## src/sv/csps_cell.sv

```systemverilog
// One cell of the search chain: stores one table entry and refines the
// running successor and minimum of the query word passing through it.
// Depends on nothing but its parameters.
module csps_cell #(
  parameter int KEY_BITS = 16,
  parameter int POS_BITS = 9,
  parameter int CNT_BITS = 10,
  parameter int INDEX = 0
) (
  input  logic                clk,
  input  logic                rst,
  input  logic                advance,
  input  logic                wr_en,
  input  logic [POS_BITS-1:0] wr_idx,
  input  logic [KEY_BITS-1:0] wr_key,
  input  logic                i_valid,
  input  logic                i_min_op,
  input  logic [KEY_BITS-1:0] i_q,
  input  logic [CNT_BITS-1:0] i_count,
  input  logic                i_s_found,
  input  logic [KEY_BITS-1:0] i_s_key,
  input  logic [POS_BITS-1:0] i_s_pos,
  input  logic                i_m_found,
  input  logic [KEY_BITS-1:0] i_m_key,
  input  logic [POS_BITS-1:0] i_m_pos,
  output logic                o_valid,
  output logic                o_min_op,
  output logic [KEY_BITS-1:0] o_q,
  output logic [CNT_BITS-1:0] o_count,
  output logic                o_s_found,
  output logic [KEY_BITS-1:0] o_s_key,
  output logic [POS_BITS-1:0] o_s_pos,
  output logic                o_m_found,
  output logic [KEY_BITS-1:0] o_m_key,
  output logic [POS_BITS-1:0] o_m_pos
);

  localparam logic [POS_BITS-1:0] MY_POS = POS_BITS'(INDEX);
  localparam logic [CNT_BITS-1:0] MY_CNT = CNT_BITS'(INDEX);

  logic [KEY_BITS-1:0] entry;
  logic                in_use;
  logic                take_s;
  logic                take_m;

  assign in_use = MY_CNT < i_count;
  assign take_s = in_use && (entry > i_q) && (!i_s_found || entry < i_s_key);
  assign take_m = in_use && (!i_m_found || entry < i_m_key);

  always_ff @(posedge clk) begin
    if (wr_en && wr_idx == MY_POS) begin
      entry <= wr_key;
    end
  end

  always_ff @(posedge clk) begin
    if (rst) begin
      o_valid <= 1'b0;
    end else if (advance) begin
      o_valid <= i_valid;
    end
  end

  always_ff @(posedge clk) begin
    if (advance) begin
      o_min_op  <= i_min_op;
      o_q       <= i_q;
      o_count   <= i_count;
      o_s_found <= i_s_found || take_s;
      o_s_key   <= take_s ? entry : i_s_key;
      o_s_pos   <= take_s ? MY_POS : i_s_pos;
      o_m_found <= i_m_found || take_m;
      o_m_key   <= take_m ? entry : i_m_key;
      o_m_pos   <= take_m ? MY_POS : i_m_pos;
    end
  end

endmodule
```

## config.mk

```make
export PLATFORM = sky130hd
export DESIGN_NAME = csps_cell
export DESIGN_NICKNAME = d
export VERILOG_FILES = /design/src/sv/csps_cell.sv
export SDC_FILE = /design/constraint.sdc
export NUM_CORES = 1
export LEC_CHECK = 0
export ABC_CLOCK_PERIOD_IN_PS = 7600
export BUFFER_PORTS_ARGS = -buffer_cell sky130_fd_sc_hd__buf_4
export CAP_MARGIN = 20
export CORE_MARGIN = 8
export CORE_UTILIZATION = 45
export CTS_CLUSTER_DIAMETER = 30
export CTS_CLUSTER_SIZE = 12
export DETAILED_ROUTE_END_ITERATION = 8
export PLACE_DENSITY = 0.81
export SYNTH_ARGS = -nofsm -noshare
export SYNTH_HDL_FRONTEND = slang
export SYNTH_SLANG_ARGS = --single-unit
```

## constraint.sdc

```tcl
create_clock -name clk -period 7.6 [get_ports clk]
set_input_delay 1.14 -clock clk [delete_from_list [all_inputs] [get_ports clk]]
set_output_delay 1.14 -clock clk [all_outputs]
set_load 0.1 [all_outputs]
```

Yosys cells after proc, flatten, opt, wreduce, memory -nomap -nowiden
Cells that the tools add are included. W data, S select, Z words.

Output and inout port bits: 80. Register bits after elaboration: 96. Bits of input ports: 109.

Reductions and logical operators: 11. Order comparisons: 4. Mux-type cells: 2.

Operators by type and width (number): $lt A16 B16 Y1 (2); $mux W16 (2); $gt A16 B16 Y1 (1); $lt A1 B10 Y1 const A (1); $logic_not A9 Y1 (1); $logic_and A1 B1 Y1 (4); $logic_or A1 B1 Y1 (4); $logic_not A1 Y1 (2).

Depth between registers and ports, before layout
Word-level depth: 4. Depth in mapped cells: 10. Mapped depth without buffers: 8.

Least setup slack after synthesis
Ideal clock, no wire load.

Path kind: input to register. Start: in i_q[11]. End: reg o_s_key[10], data pin. Stages: 10. Setup slack: 4296 ps. Required time: 7340 ps. Arrival time: 3044 ps. Library setup time: 260 ps. Path buffers: 2. Path through: inv_1 -> ha_1 -> nand4_1 -> or4_1 -> a21o_1 -> a31oi_1 -> and2_1 -> buf_6 -> buf_12 -> mux2_2.

Cells in the longest elaborated chain, start to end: 4.

RTL lines: start: declaration (line 18) `input logic [KEY_BITS-1:0] i_q,`; $gt A16 B16 Y1 (line 47) `assign take_s = in_use && (entry > i_q) && (!i_s_found || entry < i_s_key);`; $logic_and A1 B1 Y1 (2 in series) (line 47); $mux W16 (line 70) `o_s_key <= take_s ? entry : i_s_key;`; end signal: assignment (line 70); end: declaration (line 31) `output logic [KEY_BITS-1:0] o_s_key,`.

No other way between the ends. A chain may end at the register's enable or synchronous reset.

Final worst setup path
Start: in i_q[11]. End: reg o_s_key[4], data pin.

The elaborated chain is that of the path after synthesis.

==> results.ini <==
[synth]
syn_inst = 327
synth_edf_count = 95
ys_types = 37
avgSynthCellArea_um2 = 14.30
seq_area_frac_synth = 0.6142
synth_ff_type = edfxtp_1
async_flop_share = 0
yosysWarnings = 0
syn-cell-area_um2 = 4677
syn-num-nets = 482
ys_seq_elements = 96

[global_route]
grt_pass1_wl_um = 19180
grtUsageTotal = 0.1765
grt_max_degree = 81
first_global_vias = 3596
antenna_found_initial = 0
gr-total-overflow = 0

[sta]
setup_violations = 0
slew_viol_final = 0
fin_crit_sh = 0.4775
whs_ns = 0.5182
rsz0062_at_grt = no
clock_skew_ns = 0.01151
tns_ns = 0
period_needed_ns = 3.629
relSlewSlack = 0.2893
max_freq_mhz = 275.6
hold_viol_final = 0
tightest_slew_ns = 1.066

[clock_network]
ctsResizeCount = 0
holdBufCountCts = 0
cts_buffers = 9
cts_setup_buffers = 0
ctsRootBufferMaster = clkbuf_8
htreeDepth = 3
numClockSinks = 96
clock_latency_ns = 0.36
cts_tree = built
max-clock-path-buffers = 2
clk_pin_slew_worst_paths_ns = 0.09

[final_layout]
nFillCells = 822
layout-drive-gt1-share = 0.4564
final_nets = 678
synthToLayoutAreaGrowth_pct = 37.00
design_area_um2 = 6407
diodes = 0
mostFrequentLayoutCells = buf_4, edfxtp_1, inv_1, ha_1, mux2_2
multiInputGateArea_um2 = 1577
regArea_um2 = 2873
utilization = 0.6263
final_common_cell = buf_4

[floorplan]
num_rows = 37
die_w_um = 117.9
core_um2 = 10230
die_area_um2 = 13910
io_pins = 189
start_util = 0.4571
die_h_um = 117.9

[hold_path]
min_path_cells = 2
min_from = o_valid
min_to = o_valid
hold_class = reg -> reg

[setup_path]
reg2reg_slack_ns = 4.33
crit_path_top_delay_cell = and2_1
crit_path_end_kind = flop
worst_setup_path_start_kind = input pin
cp_max_fo = 14
path_class = in -> reg
r2r_start = entry[11]
worst-path-buf-inv = 3
r2r_end = o_s_key[4]
crit_family = simple AND/OR/NAND/NOR gates
reg2reg_depth = 8
worstPathCellList = buf_4, inv_1, ha_1, nand4_1, or4_1, a21o_1, a31oi_1, and2_1, buf_8, mux2_2
cp.arrival_ns = 3.73
max_stage_delay_ns = 0.57
required_ns = 7.71

[run_status]
status = finished, final reports clean

[route]
routed_via_density = 4.890
drcViolationCount = 0
dr.pass1.iters = 4
vias = 3247
drt_iter0_drc = 154
drt-total-wl_um = 12230
drt-wirelength-per-cell_um = 18.42
antenna_left = 0

[place]
hpwl_um = 9855
io_buffer_count = 188
place_area_um2 = 6222
place.gp.congestion = 0.7690

[job]
maxCapViolations = 0

[power_and_ir_drop]
power_density_nw_per_um2 = 199.6
power.leakage_nw = 2.907
vdd_drop_max_uv = 100.9

through the flow:
stage / cells / worst slack, ns / total power [mW]
after floorplan: 327 / 4.296 / 0.8835
after global placement: 646 / 3.461 / 0.9873
after detailed placement: 647 / 3.350 / 0.9938
after CTS: 663 / 3.739 / 1.291
after global routing: 664 / 3.780 / 1.323
final: 664 / 3.971 / 1.279
state kept, by name, summed over array words and instances (netlist names):
name       flops
o_valid        1
entry         16
o_min_op       1
o_q           16
o_s_key       16
o_s_found      1
o_m_found      1
o_m_pos        9
o_count       10
o_m_key       16
o_s_pos        9
worst reg2reg max path, delay by kind of cell (launching register included):
kind,cells,cell delay (ns)
AND/OR/NAND/NOR,3,1.22
adder cells (fa/ha/maj),1,0.36
flip-flops,1,0.49
multiplexers,1,0.35
AO/OA/AOI/OAI,2,0.35
buffers and inverters,1,0.24
power breakdown:
part | leakage (nW) | internal [mW] | switching, mW
Combinational | 1.89 | 0.0981 | 0.260
Clock | 0.0847 | 0.120 | 0.178
Sequential | 0.935 | 0.614 | 0.00825
Total | 2.91 | 0.833 | 0.446
synthesized netlist by cell type (all sizes together) (2+ instances only):
library cell | count | area (µm²)
mux2 | 32 | 364.1
nand2 | 9 | 33.78
ha | 46 | 575.6
edfxtp | 95 | 2853
and2 | 10 | 62.56
a2111oi | 2 | 36.29
a21o | 9 | 67.56
nand2b | 4 | 32.53
nand3 | 4 | 20.02
or3 | 2 | 12.51
nor4 | 4 | 25.02
or2 | 2 | 12.51
o21ai | 5 | 28.78
a21oi | 14 | 70.07
a31oi | 2 | 12.51
inv | 47 | 176.4
o21a | 2 | 15.01
o211ai | 2 | 15.01
nor2 | 5 | 18.77
nor2b | 11 | 68.82
buf | 4 | 47.54
nand4 | 7 | 43.79
layer usage:
layer,vias up,global-route usage,routed length [µm]
met5,-,0,0
met4,0,0.05284,143
met3,10,0.06523,1064
met2,126,0.3076,6078
met1,1522,0.1965,4945
li1,1589,-,-
kinds of logic (layout without fill, tap and decap cells):
family,Yosys count,count (layout),synth area share
AO/OA/AOI/OAI,40,40,0.05966
AND/OR/NAND/NOR,60,60,0.07437
multiplexers,33,33,0.07999
adder cells (fa/ha/maj),46,46,0.1231
flip-flops,96,96,0.6142
buffers and inverters,52,253,0.04869
final cells by class:
cell class / instances / area share
flip-flops and latches: 96 / 0.4484
multi-input cells: 179 / 0.2460
repair buffers: 190 / 0.2250
inverters: 47 / 0.02753
well taps: 136 / 0.02656
clock buffers: 10 / 0.01992
clock inverters: 6 / 0.006639
how the worst max path moves through the flow:
| stage | from | endpoint | slack (ns) | cells past startpoint |
|---|---|---|---|---|
| after floorplan | i_q[11] | o_s_key[10] | 4.30 | 10 |
| after global placement | i_q[11] | o_s_key[4] | 3.46 | 9 |
| after detailed placement | i_q[11] | o_s_key[5] | 3.35 | 9 |
| after CTS | i_q[11] | o_s_key[7] | 3.74 | 9 |
| after global routing | i_q[10] | o_s_key[4] | 3.78 | 10 |
| final | i_q[11] | o_s_key[4] | 3.97 | 10 |
No activity file was read; power rests on OpenSTA's default activity.
